File: src/design/fmenc_pkg.sv
// Shared types and constants for the FM/MFM byte encoder with CRC.
package fmenc_pkg;

    // Input item codes
    localparam logic [1:0] ACT_DATA = 2'd0;
    localparam logic [1:0] ACT_MARK = 2'd1;
    localparam logic [1:0] ACT_CRC  = 2'd2;
    // Unused code: the item is dropped with no effect
    localparam logic [1:0] ACT_NONE = 2'd3;

    // Encoding mode register values
    localparam logic MODE_FM  = 1'b0;
    localparam logic MODE_MFM = 1'b1;

    localparam logic [15:0] CRC_POLY  = 16'h1021;
    localparam logic [15:0] CRC_RESET = 16'hFFFF;
    localparam logic [15:0] CRC_SPOIL = 16'h5555;

    localparam logic [5:0] CELLS_FM  = 6'd32;
    localparam logic [5:0] CELLS_MFM = 6'd16;

    typedef struct packed {
        logic [1:0]  action;
        logic [7:0]  data_byte;
        logic [7:0]  clock_byte;
        logic        crc_load;
        logic [15:0] crc_seed;
        logic        crc_update;
        logic        corrupt_crc;
    } t_in_item;

    typedef struct packed {
        logic [31:0] cells;
        logic [5:0]  cell_count;
        logic        last_of_item;
    } t_out_item;

    // One byte to expand into cells, as queued between front and back
    typedef struct packed {
        logic [7:0] data;
        logic [7:0] clk;
        logic       expl;
        logic       last;
    } t_byte_op;

endpackage

File: src/design/fmenc_front.sv
// Front end: accepts items, keeps the running CRC and queues byte operations.
module fmenc_front
    import fmenc_pkg::*;
(
    input  logic     i_clk,
    input  logic     i_rst_n,
    input  logic     i_in_valid,
    output logic     o_in_ready,
    input  t_in_item i_in,
    output logic     o_push,
    output t_byte_op o_op,
    input  logic     i_space
);

    logic [15:0] r_crc, n_crc;
    logic        r_pend, n_pend;
    logic [7:0]  r_pend_byte, n_pend_byte;
    logic        w_accept;
    logic [15:0] w_base;
    logic [15:0] w_out;

    function automatic logic [15:0] crc_fold(input logic [15:0] crc, input logic [7:0] b);
        logic [15:0] c;
        c = crc ^ {b, 8'h00};
        for (int i = 0; i < 8; i++) begin
            c = c[15] ? ({c[14:0], 1'b0} ^ CRC_POLY) : {c[14:0], 1'b0};
        end
        return c;
    endfunction

    assign o_in_ready = !r_pend && i_space;
    assign w_accept   = i_in_valid && o_in_ready;
    assign w_base     = i_in.crc_load ? i_in.crc_seed : r_crc;
    assign w_out      = w_base ^ (i_in.corrupt_crc ? CRC_SPOIL : 16'h0000);

    always_comb begin
        n_crc       = r_crc;
        n_pend      = r_pend;
        n_pend_byte = r_pend_byte;
        o_push      = 1'b0;
        o_op        = '0;
        if (r_pend) begin
            // second CRC byte waits for room in the queue
            o_op.data = r_pend_byte;
            o_op.last = 1'b1;
            if (i_space) begin
                o_push = 1'b1;
                n_pend = 1'b0;
            end
        end else if (w_accept && i_in.action != ACT_NONE) begin
            o_push = 1'b1;
            if (i_in.action == ACT_CRC) begin
                n_crc       = w_base;
                o_op.data   = w_out[15:8];
                n_pend      = 1'b1;
                n_pend_byte = w_out[7:0];
            end else begin
                n_crc     = i_in.crc_update ? crc_fold(w_base, i_in.data_byte) : w_base;
                o_op.data = i_in.data_byte;
                o_op.clk  = i_in.clock_byte;
                o_op.expl = (i_in.action == ACT_MARK);
                o_op.last = 1'b1;
            end
        end
    end

    always_ff @(posedge i_clk) begin
        if (!i_rst_n) begin
            r_crc  <= CRC_RESET;
            r_pend <= 1'b0;
        end else begin
            r_crc  <= n_crc;
            r_pend <= n_pend;
        end
        r_pend_byte <= n_pend_byte;
    end

endmodule

File: src/design/fmenc_fifo.sv
// Two-entry queue of byte operations between front and back.
module fmenc_fifo
    import fmenc_pkg::*;
(
    input  logic     i_clk,
    input  logic     i_rst_n,
    input  logic     i_push,
    input  t_byte_op i_op,
    output logic     o_space,
    output logic     o_valid,
    output t_byte_op o_op,
    input  logic     i_pop
);

    t_byte_op   r_mem [2];
    logic       r_wr_ptr;
    logic       r_rd_ptr;
    logic [1:0] r_count;

    assign o_space = (r_count != 2'd2);
    assign o_valid = (r_count != 2'd0);
    assign o_op    = r_mem[r_rd_ptr];

    always_ff @(posedge i_clk) begin
        if (!i_rst_n) begin
            r_wr_ptr <= 1'b0;
            r_rd_ptr <= 1'b0;
            r_count  <= 2'd0;
        end else begin
            if (i_push) r_wr_ptr <= ~r_wr_ptr;
            if (i_pop)  r_rd_ptr <= ~r_rd_ptr;
            r_count <= r_count + {1'b0, i_push} - {1'b0, i_pop};
        end
        if (i_push) r_mem[r_wr_ptr] <= i_op;
    end

endmodule

File: src/design/fmenc_back.sv
// Back end: expands queued bytes into FM or MFM flux cells.
module fmenc_back
    import fmenc_pkg::*;
(
    input  logic      i_clk,
    input  logic      i_rst_n,
    input  logic      i_mode,
    input  logic      i_op_valid,
    input  t_byte_op  i_op,
    output logic      o_pop,
    output logic      o_out_valid,
    input  logic      i_out_ready,
    output t_out_item o_out
);

    logic      r_prev;
    logic      r_valid;
    t_out_item r_out, n_out;
    logic [7:0] w_clk;
    logic [8:0] w_bits;

    assign o_pop       = i_op_valid && (!r_valid || i_out_ready);
    assign o_out_valid = r_valid;
    assign o_out       = r_out;
    // Data bits with the previous byte's last bit above the MSB
    assign w_bits      = {r_prev, i_op.data};

    always_comb begin
        n_out = '0;
        for (int i = 0; i < 8; i++) begin
            if (i_op.expl)
                w_clk[i] = i_op.clk[i];
            else if (i_mode == MODE_FM)
                w_clk[i] = 1'b1;
            else
                w_clk[i] = !w_bits[i+1] && !w_bits[i];
        end
        for (int i = 0; i < 8; i++) begin
            if (i_mode == MODE_FM) begin
                n_out.cells[4*i+3] = w_clk[i];
                n_out.cells[4*i+1] = i_op.data[i];
            end else begin
                n_out.cells[2*i+1] = w_clk[i];
                n_out.cells[2*i]   = i_op.data[i];
            end
        end
        n_out.cell_count   = (i_mode == MODE_FM) ? CELLS_FM : CELLS_MFM;
        n_out.last_of_item = i_op.last;
    end

    always_ff @(posedge i_clk) begin
        if (!i_rst_n) begin
            r_valid <= 1'b0;
            r_prev  <= 1'b0;
        end else begin
            if (o_pop) begin
                r_valid <= 1'b1;
                r_prev  <= i_op.data[0];
            end else if (i_out_ready) begin
                r_valid <= 1'b0;
            end
        end
        if (o_pop) r_out <= n_out;
    end

endmodule

File: src/design/fm_mfm_byte_encoder_with_crc.sv
// Top level of the FM/MFM floppy write encoder with running CRC-16.
//
//   channel   direction  handshake                    payload
//   -------   ---------  ---------------------------  -----------------------
//   input     in         i_in_valid / o_in_ready      i_in  (t_in_item)
//   result    out        o_out_valid / i_out_ready    o_out (t_out_item)
//   config    in         i_cfg_valid / o_cfg_ready    i_cfg_data (encoding mode)
//
// A data or mark byte yields one result; the front end runs one byte per cycle
// while the queue has room. A CRC item yields two results and holds the input
// off while the front end queues the low byte. A result passes through the queue,
// written at the transfer, and then the output register. Reset (synchronous,
// active low) empties the queue and the output register, loads the CRC with all
// ones and selects MFM. A stall on the result side fills the two-entry queue
// and only then drops input ready.
module fm_mfm_byte_encoder_with_crc
    import fmenc_pkg::*;
(
    input  logic      i_clk,
    input  logic      i_rst_n,
    input  logic      i_in_valid,
    output logic      o_in_ready,
    input  t_in_item  i_in,
    output logic      o_out_valid,
    input  logic      i_out_ready,
    output t_out_item o_out,
    input  logic      i_cfg_valid,
    output logic      o_cfg_ready,
    input  logic      i_cfg_data
);

    logic     r_mode;
    logic     w_push;
    t_byte_op w_push_op;
    logic     w_space;
    logic     w_q_valid;
    t_byte_op w_q_op;
    logic     w_pop;

    // Configuration is always accepted; the user must write it only while idle, as the block does not enforce it.
    assign o_cfg_ready = 1'b1;

    always_ff @(posedge i_clk) begin
        if (!i_rst_n) begin
            r_mode <= MODE_MFM;
        end else if (i_cfg_valid) begin
            r_mode <= i_cfg_data;
        end
    end

    // Front: classify items, update the CRC, queue bytes to encode
    fmenc_front u_front (
        .i_clk      (i_clk),
        .i_rst_n    (i_rst_n),
        .i_in_valid (i_in_valid),
        .o_in_ready (o_in_ready),
        .i_in       (i_in),
        .o_push     (w_push),
        .o_op       (w_push_op),
        .i_space    (w_space)
    );

    // Decouple front and back so each side stalls on its own
    fmenc_fifo u_fifo (
        .i_clk   (i_clk),
        .i_rst_n (i_rst_n),
        .i_push  (w_push),
        .i_op    (w_push_op),
        .o_space (w_space),
        .o_valid (w_q_valid),
        .o_op    (w_q_op),
        .i_pop   (w_pop)
    );

    // Back: expand bytes to flux cells into the output register
    fmenc_back u_back (
        .i_clk       (i_clk),
        .i_rst_n     (i_rst_n),
        .i_mode      (r_mode),
        .i_op_valid  (w_q_valid),
        .i_op        (w_q_op),
        .o_pop       (w_pop),
        .o_out_valid (o_out_valid),
        .i_out_ready (i_out_ready),
        .o_out       (o_out)
    );

endmodule

File: config.mk
export PLATFORM = sky130hd
export DESIGN_NAME = fm_mfm_byte_encoder_with_crc
export DESIGN_NICKNAME = d
export VERILOG_FILES = /design/src/design/fmenc_pkg.sv /design/src/design/fmenc_front.sv /design/src/design/fmenc_fifo.sv /design/src/design/fmenc_back.sv /design/src/design/fm_mfm_byte_encoder_with_crc.sv
export SDC_FILE = /design/constraint.sdc
export NUM_CORES = 1
export LEC_CHECK = 0
export BUFFER_PORTS_ARGS = -buffer_cell sky130_fd_sc_hd__buf_2
export CORE_ASPECT_RATIO = 1.2
export CORE_MARGIN = 1
export CORE_UTILIZATION = 52
export DETAILED_ROUTE_END_ITERATION = 10
export MAX_ROUTING_LAYER = met4
export PLACE_DENSITY = 0.75
export REMOVE_ABC_BUFFERS = 1
export SKIP_LAST_GASP = 1
export SLEW_MARGIN = 30
export SYNTH_ARGS = -nofsm -noshare
export SYNTH_HDL_FRONTEND = slang
export SYNTH_SLANG_ARGS = --single-unit
File: constraint.sdc
create_clock -name i_clk -period 5.86 [get_ports i_clk]
set_input_delay 0.879 -clock i_clk [delete_from_list [all_inputs] [get_ports i_clk]]
set_output_delay 0.879 -clock i_clk [all_outputs]
set_load 0.01 [all_outputs]
# After elaboration in Yosys (flattened, before gate mapping)
# Memories as Yosys holds them, arrays and structs flattened. A register that Yosys moved wholly into a read port is not among the register bits.
# Cells that the tools add are included.
# classes
n_reduce_logical,28
n_mux,56
mul,0
n_bitwise,13
shift,0
eq_ne,4
addsub,2
order_cmp,0
div,0
# op_table
cell,count
13-bit two-way mux,8
16-bit two-way mux,3
16-bit XOR,2
1-bit two-way mux,31
3-bit NOT,8
18-bit two-way mux,1
8-bit two-way mux,2
15-bit two-way mux,1
2-bit two-way mux,7
1-bit logical AND,12
1-bit zero test,11
10-bit two-way mux,1
9-bit two-way mux,1
6-bit two-way mux,1
"2-bit inequality test, second input constant",2
2-bit nonzero test,2
1-bit NOT,3
3-bit AND reduction,1
2-bit by 1-bit adder with 2-bit output,1
"2-bit by 1-bit equality test with 1-bit output, second input constant",1
"2-bit equality test, second input constant",1
2-bit AND reduction,1
2-bit by 1-bit subtractor with 2-bit output,1
1-bit logical OR,1
# word_totals
mem_count,1
regBits,63
output_inout_bits,42
latchBits,0
romBits,0
mem_bits_rw,36
# mem_list
name,depth,width,read_ports,rd_clocked_by_memory_dff,wr,line,source
u_fifo.r_mem,2,18,1,1,1,fmenc_fifo.sv:15,t_byte_op r_mem [2];

# Longest topological paths before layout
# Gate-level depths: netlist of the first run.
# logic_depth
word_depth,20
depth_mapped,7

# Hierarchy
# A second synthesis of the first run with hierarchy kept.
# hier_totals
cells_unflattened,393
hier_area_um2,4819.6
# by_module_without_submodules
mod,n_inst,area_each_um2,cells_each
fmenc_front,1,1868.0,204
fmenc_fifo,1,1577.8,77
fmenc_back,1,1328.8,107
fm_mfm_byte_encoder_with_crc,1,45.0,5

# Least setup slack after synthesis of the first run
# OpenSTA, ideal clock, no wires.
# synth_timing
path_type,input to register
startpoint,input port i_out_ready
endpoint,register u_fifo.r_count[1]
setup_slack_ns,2.518
required_ns,5.745
t_arrival_ns,3.227
n_path_buf,0
stages,7
cell_sequence,nor2b_1 nor2_1 xnor2_1 ha_1 xor2_1 nand3_1 and3b_1
# synth_via
elab_chain_cells,3
# synth_rtl
element,line,source
from (decl),fm_mfm_byte_encoder_with_crc.sv:25,"input logic i_out_ready,"
1-bit logical OR,fmenc_back.sv:22,assign o_pop = i_op_valid && (!r_valid || i_out_ready);
1-bit logical AND,fmenc_back.sv:22,
via u_back.o_pop,fmenc_back.sv:10,"output logic o_pop,"
2-bit by 1-bit subtractor with 2-bit output,fmenc_fifo.sv:32,"r_count <= r_count + {1'b0, i_push} - {1'b0, i_pop};"
to (signal assigned),fmenc_fifo.sv:32,
to (decl),fmenc_fifo.sv:18,logic [1:0] r_count;
# The timed path passes the listed nets, and every way through them passes these cells.
# A chain may end at the register's enable or synchronous reset.

# Final worst setup path of the first run
# layout_timing
startpoint,input port i_in[18] (netlist name)
endpoint,register u_front.r_crc[6]
# layout_via
elab_chain_cells,12
word_cells_on_any_way,14
cone_classes,mux (11); bitwise (3)
# layout_rtl
element,line,source
from (decl),fm_mfm_byte_encoder_with_crc.sv:23,"input t_in_item i_in,"
16-bit two-way mux *,fmenc_front.sv:33,assign w_base = i_in.crc_load ? i_in.crc_seed : r_crc;
16-bit XOR,fmenc_front.sv:24,"c = crc ^ {b, 8'h00};"
13-bit two-way mux (5 in series),fmenc_front.sv:26,"c = c[15] ? ({c[14:0], 1'b0} ^ CRC_POLY) : {c[14:0], 1'b0};"
3-bit NOT (no line),--,
13-bit two-way mux (2 in series),fmenc_front.sv:26,
16-bit two-way mux,fmenc_front.sv:58,"n_crc = i_in.crc_update ? crc_fold(w_base, i_in.data_byte) : w_base;"
16-bit two-way mux *,fmenc_front.sv:52,if (i_in.action == ACT_CRC) begin
to (signal assigned),fmenc_front.sv:72,r_crc <= n_crc;
to (decl),fmenc_front.sv:15,"logic [15:0] r_crc, n_crc;"
# Every way passes the cells marked *; elsewhere a longest branch is shown, timed or not.

==> results.py, run 1 <==
metrics = {
    "outcome": {
        "status": "completed",
    },
    "critical_path": {
        "timing.critical_path.buf_inv": 1,
        "arrival_ns": 2.70,
        "crit_path_top_delay_cell": "buf_2",
        "path_depth": 6,
        "rr_worst_depth": 5,
        "startpoint_type": "input pin",
        "end_kind": "flip-flop",
        "slowest_delay_ns": 0.61,
        "cp_top_family": "XOR/XNOR gates",
        "path_class": "in -> reg",
        "crit_top_cell": "xnor2_2",
        "crit_required_ns": 6.08,
        "crit_path_cell_trace": "buf_2 > mux2i_4 > xnor2_2 > xnor2_2 > xnor2_1 > o211ai_2",
        "worstPathMaxFanout": 24,
    },
    "logic_synthesis": {
        "syn_area_um2": 4660,
        "synth_cell_type_count": 43,
        "synthFlopType": "edfxtp_1",
        "avgSynthCellArea_um2": 12.2,
        "yosys_warnings": 0,
        "synthCells": 383,
        "yosysSeqAreaShare_pct": 56.5,
        "async_flop_share_pct": 0,
        "synth_edf_count": 71,
        "synth-seq-cells": 96,
    },
    "clocking": {
        "cts-hold-fix-buffers": 0,
        "cts_buffer_depth": 2,
        "numClockSinks": 96,
        "htreeDepth": 3,
        "clkSlewWorstSetupHoldPaths_ns": 0.10,
        "cts_setup_buffers": 0,
        "cts-buffers-inserted": 9,
        "postCtsResizedCells": 0,
        "root_buffer": "clkbuf_8",
        "clk_latency_ns": 0.35,
        "cts_tree": "yes",
    },
    "job": {
        "drv_cap": 0,
    },
    "pwr": {
        "p_leak_nw": 2.04,
        "p_seq_share_pct": 48.1,
        "clkPwrFrac_pct": 19.0,
        "p_sw_mw": 0.701,
        "comb_power_share_pct": 32.9,
        "p_int_mw": 1.39,
        "max-vdd-ir-drop_mv": 0.164,
        "power_density_nw_per_um2": 400,
        "power.share.switching_pct": 33.6,
    },
    "routing": {
        "drc": 0,
        "ant_nets": 0,
        "first_iter_violations": 128,
        "dr_total_vias": 3030,
        "post_drt_wl_per_cell_um": 15.1,
        "vias_per_cell": 5.31,
        "finalWirelength_mm": 8.64,
        "first_pass_iters": 4,
    },
    "die": {
        "start_util_pct": 53.8,
        "die_w_um": 88.4,
        "coreArea_um2": 8660,
        "io_pins": 85,
        "rows": 37,
        "die_h_um": 106,
        "dieArea_um2": 9350,
    },
    "sta": {
        "clock_skew_ns": 0.00823,
        "max_slew_margin_pct": 37.3,
        "drv_slew": 0,
        "clock.fmax_mhz": 404,
        "min_period_ns": 2.47,
        "setup_tns_ns": 0,
        "rsz0062_at_grt": "false",
        "setup_violations": 0,
        "hold_viol_final": 0,
        "worst_slew_pin_slew_ns": 0.936,
        "fin_crit_sh_pct": 42.2,
    },
    "hold_path": {
        "holdPathStages": 2,
        "holdCritPathClass": "reg -> reg",
    },
    "global_route": {
        "grt_pass1_vias": 2855,
        "grt_overflow": 0,
        "grt.total_usage_pct": 20.3,
        "grt_pass1_wl_mm": 13.9,
        "antenna_found_initial": 0,
        "grt_max_degree": 32,
    },
    "finish": {
        "instances_no_fill": 571,
        "drive_above_1_share_pct": 26.0,
        "nets": 493,
        "fillers": 733,
        "diodes": 0,
        "syn_to_final_growth_pct": 12.1,
        "mostFrequentLayoutCells": "buf_2 (71), edfxtp_1 (71), nor2_1 (33)",
    },
    "place": {
        "place_inst": 555,
        "hpwl_mm": 6.22,
        "port_buffers": 71,
        "place.gp.congestion": 0.916,
    },
}
==> cell usage after synthesis (2+ instances only) <==
cell | instances | area [um2]
buf_2 | 5 | 25.0
buf_4 | 13 | 97.6
o21ai_0 | 23 | 115
edfxtp_1 | 71 | 2130
nor2_1 | 35 | 131
conb_1 | 2 | 7.51
o311a_1 | 2 | 20.0
and2_1 | 15 | 93.8
nand3_1 | 7 | 35.0
a32oi_1 | 5 | 43.8
o21ai_1 | 5 | 25.0
mux2_2 | 6 | 67.6
xnor2_2 | 7 | 114
nand2b_1 | 4 | 25.0
inv_1 | 12 | 45.0
nor2b_1 | 6 | 37.5
o211ai_1 | 8 | 60.1
mux2i_4 | 5 | 113
nor3b_1 | 3 | 22.5
xor2_2 | 3 | 48.8
and3_1 | 2 | 12.5
clkbuf_1 | 11 | 41.3
xor2_1 | 8 | 70.1
xnor2_1 | 18 | 158
dfxtp_1 | 25 | 500
mux2i_1 | 23 | 230
a21oi_1 | 23 | 115
a222oi_1 | 4 | 40.0
mux2i_2 | 2 | 27.5
nand2_1 | 17 | 63.8
==> worst min-delay path, delay by kind of cell, from the launching register on <==
family | cells | cell delay (ns)
AND/OR/NAND/NOR | 2 | 0.12
flip-flops | 1 | 0.33
==> logic make-up (layout without fill, tap and decap cells) <==
| family | count (synthesis) | in the layout | share of synthesized area (%) |
|---|---|---|---|
| simple gates | 91 | 91 | 9.34 |
| buf+inv | 43 | 103 | 5.15 |
| fa+ha+maj | 1 | 1 | 0.268 |
| other cells | 2 | 13 | 0.161 |
| flops | 96 | 96 | 56.5 |
| mux | 36 | 36 | 9.40 |
| xor+xnor | 37 | 37 | 8.97 |
| compound gates | 77 | 77 | 10.2 |
==> registers in the layout (all words and copies together) (netlist names), 2 cells and up, named ones only <==
| name | cells |
|---|---|
| u_back.o_out | 27 |
| u_fifo.r_count | 2 |
| u_fifo.r_mem | 36 |
| u_front.r_crc | 16 |
| u_front.r_pend_byte | 8 |
==> cell type report <==
class                      instances  area (um2)  area share, %
sequential                        96        2630           50.4
clock inverter                     7        55.1           1.05
inverter                          12        45.0          0.862
timing repair buffer              75         385           7.37
clock buffer                       9         124           2.37
tap                              117         146           2.80
multi-input combinational        255        1840           35.2
==> power by group through the flow <==
stage	clock (mW)	sequential, mW	combinational, mW
floorplan	0	1.09	0.395
global placement	0	1.02	0.675
detailed placement	0	1.02	0.685
CTS	0.404	1.01	0.689
global route	0.426	1.03	0.760
finish	0.396	1.01	0.688
==> per-layer routing <==
layer	wire [um]	share of wire, %	GRT usage [%]
met1	3830	44	25.2
met2	4320	50	32.2
met3	331	3.8	4.62
met4	155	1.8	7.37
met5	0	0	-
==> worst paths after layout <==
| path | start | end | slack [ns] |
|---|---|---|---|
| worst max register to register | r_mode$_SDFFE_PN1P_ | u_back.o_out[16]$_DFFE_PP_ | 3.69 |
| worst min-delay path | u_front.r_crc[2]$_SDFFE_PN1P_ | u_front.r_crc[2]$_SDFFE_PN1P_ | 0.48 |
| worst max-delay path | i_in[18] | u_front.r_crc[6]$_SDFFE_PN1P_ | 3.39 |
| worst min register to register | u_front.r_crc[2]$_SDFFE_PN1P_ | u_front.r_crc[2]$_SDFFE_PN1P_ | 0.48 |
==> metrics by stage <==
step	total power, mW	util (%)	setup slack, ns	hold WS [ns]	area, um2
final	2.09	60.4	3.39	0.478	5230
after global routing	2.21	60.4	3.25	0.511	5230
after CTS	2.10	60.3	3.42	0.483	5220
after detailed placement	1.71	58.3	3.04	0.457	5040
after global placement	1.69	58.2	3.02	0.453	5040
after floorplan	1.48	-	2.52	0.438	4510
(Power assumes the default switching activity.)
==> run 2: changes to the inputs <==
==> constraint.sdc (replaced) <==
create_clock -name i_clk -period 2.5 [get_ports i_clk]
set_input_delay 0.375 -clock i_clk [delete_from_list [all_inputs] [get_ports i_clk]]
set_output_delay 0.375 -clock i_clk [all_outputs]
set_load 0.01 [all_outputs]
==> results.py, run 2 (synthesis results as in run 1) <==
metrics = {
    "outcome": {
        "status": "completed",
    },
    "critical_path": {
        "path_class": "reg -> reg",
        "crit_required_ns": 2.72,
        "crit_end": "u_back.o_out[12]$_DFFE_PP_",
        "end_kind": "flip-flop",
        "worstPathMaxFanout": 10,
        "startpoint_type": "flip-flop",
        "arrival_ns": 2.13,
        "r2r_end": "u_back.o_out[12]$_DFFE_PP_",
        "rr_worst_depth": 6,
        "r2r_setup_slack_ns": 0.59,
    },
    "die": {
        "die_w_um": 88.4,
        "rows": 37,
        "start_util_pct": 53.8,
        "io_pins": 85,
        "die_h_um": 106,
        "coreArea_um2": 8660,
        "dieArea_um2": 9350,
    },
    "global_route": {
        "grt_pass1_vias": 2867,
        "grt.total_usage_pct": 20.4,
        "grt_pass1_wl_mm": 13.8,
        "grt_overflow": 0,
        "antenna_found_initial": 0,
        "grt_max_degree": 32,
    },
    "clocking": {
        "cts_setup_buffers": 0,
        "clk_latency_ns": 0.36,
        "postCtsResizedCells": 0,
        "cts-hold-fix-buffers": 0,
        "cts-buffers-inserted": 9,
        "clkSlewWorstSetupHoldPaths_ns": 0.10,
        "cts_tree": "yes",
        "numClockSinks": 96,
        "cts_buffer_depth": 2,
        "htreeDepth": 3,
        "root_buffer": "clkbuf_8",
    },
    "finish": {
        "nets": 505,
        "fin_area_um2": 5350,
        "drive_above_1_share_pct": 27.7,
        "mostFrequentLayoutCells": "buf_2 (71), edfxtp_1 (71), nor2_1 (34)",
        "final_core_util_pct": 61.8,
        "fillers": 707,
        "top_register": "u_fifo.r_mem",
        "instances_no_fill": 583,
        "diodes": 0,
        "syn_to_final_growth_pct": 14.8,
        "largest_register_ffs": 36,
    },
    "job": {
        "drv_cap": 0,
    },
    "pwr": {
        "p_leak_nw": 2.13,
        "power_density_nw_per_um2": 934,
        "power_mw": 5.00,
        "max-vdd-ir-drop_mv": 0.378,
    },
    "sta": {
        "hold_viol_final": 0,
        "setup_tns_ns": 0,
        "clock.fmax_mhz": 523,
        "fin_crit_sh_pct": 76.4,
        "clock_skew_ns": 0.00861,
        "min_period_ns": 1.91,
        "worst_slew_pin_slew_ns": 0.842,
        "rsz0062_at_grt": "false",
        "drv_slew": 0,
        "setup_violations": 0,
        "max_slew_margin_pct": 43.3,
    },
    "routing": {
        "vias_per_cell": 5.22,
        "finalWirelength_mm": 8.80,
        "post_drt_wl_per_cell_um": 15.1,
        "drc": 0,
        "first_pass_iters": 5,
        "ant_nets": 0,
        "first_iter_violations": 154,
        "dr_total_vias": 3045,
    },
    "hold_path": {
        "holdCritPathClass": "in -> reg",
    },
    "place": {
        "place_inst": 567,
        "hpwl_mm": 6.53,
        "placed_cell_area_um2": 5160,
        "place.gp.congestion": 0.920,
        "port_buffers": 71,
    },
}
run 2: metal layers:
| metal | global-route usage, % | wire length [um] |
|---|---|---|
| met1 | 24.4 | 3790 |
| met2 | 34.0 | 4410 |
| met3 | 3.84 | 443 |
| met4 | 7.37 | 149 |
| met5 | - | 0 |
run 2: report_power, final:
| part | switching [mW] | internal (mW) | total, mW |
|---|---|---|---|
| clock | 0.579 | 0.414 | 0.993 |
| sequential | 0.143 | 2.22 | 2.37 |
| combinational | 0.938 | 0.698 | 1.64 |
| total | 1.66 | 3.34 | 5.00 |
run 2: per-stage QoR:
step | worst slack [ns] | hold WS (ns)
after floorplan | -0.387 | 0.438
after global placement | 0.481 | 0.456
after detailed placement | 0.423 | 0.461
after CTS | 0.590 | 0.218
after global routing | 0.432 | 0.212
final | 0.590 | 0.235
run 2: cell type report:
class	count	area, um2	area share [%]
flip-flops and latches	96	2630	49.2
multi-input cells	255	1830	34.2
repair buffers	87	500	9.35
well taps	117	146	2.74
clock buffers	10	138	2.57
clock inverters	6	57.6	1.08
inverters	12	45.0	0.842
run 2: worst max-delay path, stage by stage, from the launching register on:
cell and delay, ns:
dfxtp_1 0.60, buf_4 0.27, mux2_2 0.39, and2_1 0.18, nor2_1 0.10, a21oi_1 0.09, a21oi_1 0.15
run 2: worst min-delay path by stage:
stage,startpoint,to,cells after the start
global placement,u_front.r_crc[0]$_SDFFE_PN1P_,u_front.r_crc[0]$_SDFFE_PN1P_,2
global route,i_cfg_valid,r_mode$_SDFFE_PN1P_,2
finish,i_cfg_valid,r_mode$_SDFFE_PN1P_,2
detailed placement,u_front.r_crc[3]$_SDFFE_PN1P_,u_front.r_crc[3]$_SDFFE_PN1P_,2
floorplan,u_front.r_crc[0]$_SDFFE_PN1P_,u_front.r_crc[0]$_SDFFE_PN1P_,2
CTS,i_cfg_valid,r_mode$_SDFFE_PN1P_,2
==> run 3: changes to the inputs <==
--- a/config.mk
+++ b/config.mk
@@ -8,10 +8,10 @@
 export BUFFER_PORTS_ARGS = -buffer_cell sky130_fd_sc_hd__buf_2
 export CORE_ASPECT_RATIO = 1.2
 export CORE_MARGIN = 1
-export CORE_UTILIZATION = 52
+export CORE_UTILIZATION = 50
 export DETAILED_ROUTE_END_ITERATION = 10
 export MAX_ROUTING_LAYER = met4
-export PLACE_DENSITY = 0.75
+export PLACE_DENSITY = 0.76
 export REMOVE_ABC_BUFFERS = 1
 export SKIP_LAST_GASP = 1
 export SLEW_MARGIN = 30
==> constraint.sdc (replaced) <==
create_clock -name i_clk -period 1.7 [get_ports i_clk]
set_input_delay 0.255 -clock i_clk [delete_from_list [all_inputs] [get_ports i_clk]]
set_output_delay 0.255 -clock i_clk [all_outputs]
set_load 0.01 [all_outputs]
==> results.py, run 3 (synthesis results as in run 1) <==
metrics = {
    "sta": {
        "setup_tns_ns": 0,
        "hold_viol_final": 0,
        "setup_violations": 0,
        "clock.fmax_mhz": 604,
        "fin_crit_sh_pct": 97.4,
        "clock_skew_ns": 0.0170,
        "drv_slew": 0,
        "worst_slew_pin_slew_ns": 0.460,
        "max_slew_margin_pct": 68.4,
        "min_period_ns": 1.66,
        "rsz0062_at_grt": "false",
    },
    "pwr": {
        "max-vdd-ir-drop_mv": 0.531,
        "p_leak_nw": 2.30,
        "power_density_nw_per_um2": 1390,
    },
    "critical_path": {
        "path_class": "reg -> reg",
        "crit_path_top_delay_cell": "dfxtp_2",
        "timing.critical_path.buf_inv": 1,
        "startpoint_type": "flip-flop",
        "crit_path_cell_trace": "buf_12 > mux2_2 > and2_1 > nor2_1 > a21oi_1 > a21oi_1",
        "r2r_setup_slack_ns": 0.04,
        "arrival_ns": 1.86,
        "crit_top_cell": "a21oi_1",
        "slowest_delay_ns": 0.39,
        "rr_worst_depth": 6,
        "crit_required_ns": 1.90,
        "path_depth": 6,
        "worstPathMaxFanout": 15,
        "cp_top_family": "flip-flops",
        "r2r_end": "u_back.o_out[12]$_DFFE_PP_",
        "end_kind": "flip-flop",
    },
    "hold_path": {
        "holdCritPathClass": "in -> reg",
        "holdPathStages": 2,
        "hold-path-endpoint": "r_mode$_SDFFE_PN1P_",
        "hp-start": "i_cfg_valid",
    },
    "finish": {
        "top_register": "u_fifo.r_mem",
        "mostFrequentLayoutCells": "buf_2 (71), edfxtp_1 (71), buf_4 (43)",
        "syn_to_final_growth_pct": 21.3,
        "instances_no_fill": 615,
        "diodes": 0,
        "nets": 535,
        "drive_above_1_share_pct": 33.1,
        "largest_register_ffs": 36,
    },
    "die": {
        "die_w_um": 90.1,
        "rows": 38,
        "coreArea_um2": 9030,
        "start_util_pct": 51.6,
        "dieArea_um2": 9710,
        "io_pins": 85,
        "die_h_um": 108,
    },
    "global_route": {
        "antenna_found_initial": 0,
        "grt_pass1_wl_mm": 14.9,
        "grt_pass1_vias": 3073,
        "grt_max_degree": 32,
        "grt_overflow": 0,
        "grt.total_usage_pct": 20.9,
    },
    "clocking": {
        "clkSlewWorstSetupHoldPaths_ns": 0.09,
        "htreeDepth": 3,
        "root_buffer": "clkbuf_8",
        "cts-buffers-inserted": 9,
        "cts-hold-fix-buffers": 0,
        "clk_latency_ns": 0.35,
        "numClockSinks": 96,
        "cts_buffer_depth": 2,
        "cts_tree": "yes",
    },
    "routing": {
        "drc": 0,
        "vias_per_cell": 5.17,
        "post_drt_wl_per_cell_um": 15.4,
        "first_pass_iters": 6,
        "ant_nets": 0,
        "finalWirelength_mm": 9.47,
        "dr_total_vias": 3181,
        "first_iter_violations": 105,
    },
    "job": {
        "drv_cap": 0,
    },
    "place": {
        "place.gp.congestion": 0.943,
        "port_buffers": 71,
        "place_inst": 600,
        "hpwl_mm": 7.19,
    },
    "outcome": {
        "status": "completed",
    },
}
-- run 3: power by group --
part / switching [mW] / internal [mW] / total, mW
combinational: 1.48 / 1.17 / 2.66
clock: 0.765 / 0.979 / 1.74
sequential: 0.204 / 3.28 / 3.48
-- run 3: layout make-up --
type                            count  area (um2)
Clock buffer                        9         124
Clock inverter                      6         115
Fill cell                         738        3380
Inverter                           12        45.0
Multi-Input combinational cell    255        1840
Sequential cell                    96        2640
Tap cell                          120         150
Timing Repair Buffer              117         738
-- run 3: worst max path at each step --
stage,startpoint,endpoint,slack (ns)
2_1_floorplan,u_back.o_out_valid$_SDFFE_PN0P_,u_fifo.r_count[1]$_SDFF_PN0_,-1.19
3_3_place_gp,i_in[18],u_front.r_crc[14]$_SDFFE_PN1P_,-0.03
3_5_place_dp,i_in_valid,u_fifo.r_count[1]$_SDFF_PN0_,-0.06
4_1_cts,flip-flop,u_back.o_out[12]$_DFFE_PP_,0.0007
5_1_grt,flip-flop,u_back.o_out[12]$_DFFE_PP_,0.005
6_report,flip-flop,u_back.o_out[12]$_DFFE_PP_,0.04
-- run 3: what timing repair did --
| action | 4_1_cts | 5_1_grt |
|---|---|---|
| hold endpoints to repair | 0 | 0 |
| gates resized for setup | 1 | 6 |
| endpoints found under the setup margin | 2 | 15 |
| setup buffers | 0 | 0 |
-- run 3: worst register-to-register path, cell delays in order (launching register included) --
cell     delay (ns)
dfxtp_2        0.39
buf_12         0.17
mux2_2         0.40
and2_1         0.18
nor2_1         0.10
a21oi_1        0.09
a21oi_1        0.18
-- run 3: metrics by stage --
stage / worst slack (ns) / hold WS [ns] / utilization (%) / instance area, um2 / total power, mW
floorplan: -1.19 / 0.320 / - / 4510 / 5.11
global placement: -0.0258 / 0.453 / 59.8 / 5400 / 6.08
detailed placement: -0.0550 / 0.471 / 59.8 / 5400 / 6.16
CTS: 0.000655 / 0.0961 / 62.4 / 5640 / 7.90
global route: 0.00528 / 0.108 / 62.6 / 5650 / 8.28
finish: 0.0435 / 0.106 / 62.6 / 5650 / 7.88
-- run 3: routing by layer --
layer,track usage [%],part of all wire [%],vias up
met3,4.03,4.6,21
met4,9.45,3.3,0
met1,22.8,40,1483
met2,37.1,52,122
met5,-,0,-
li1,-,-,1555
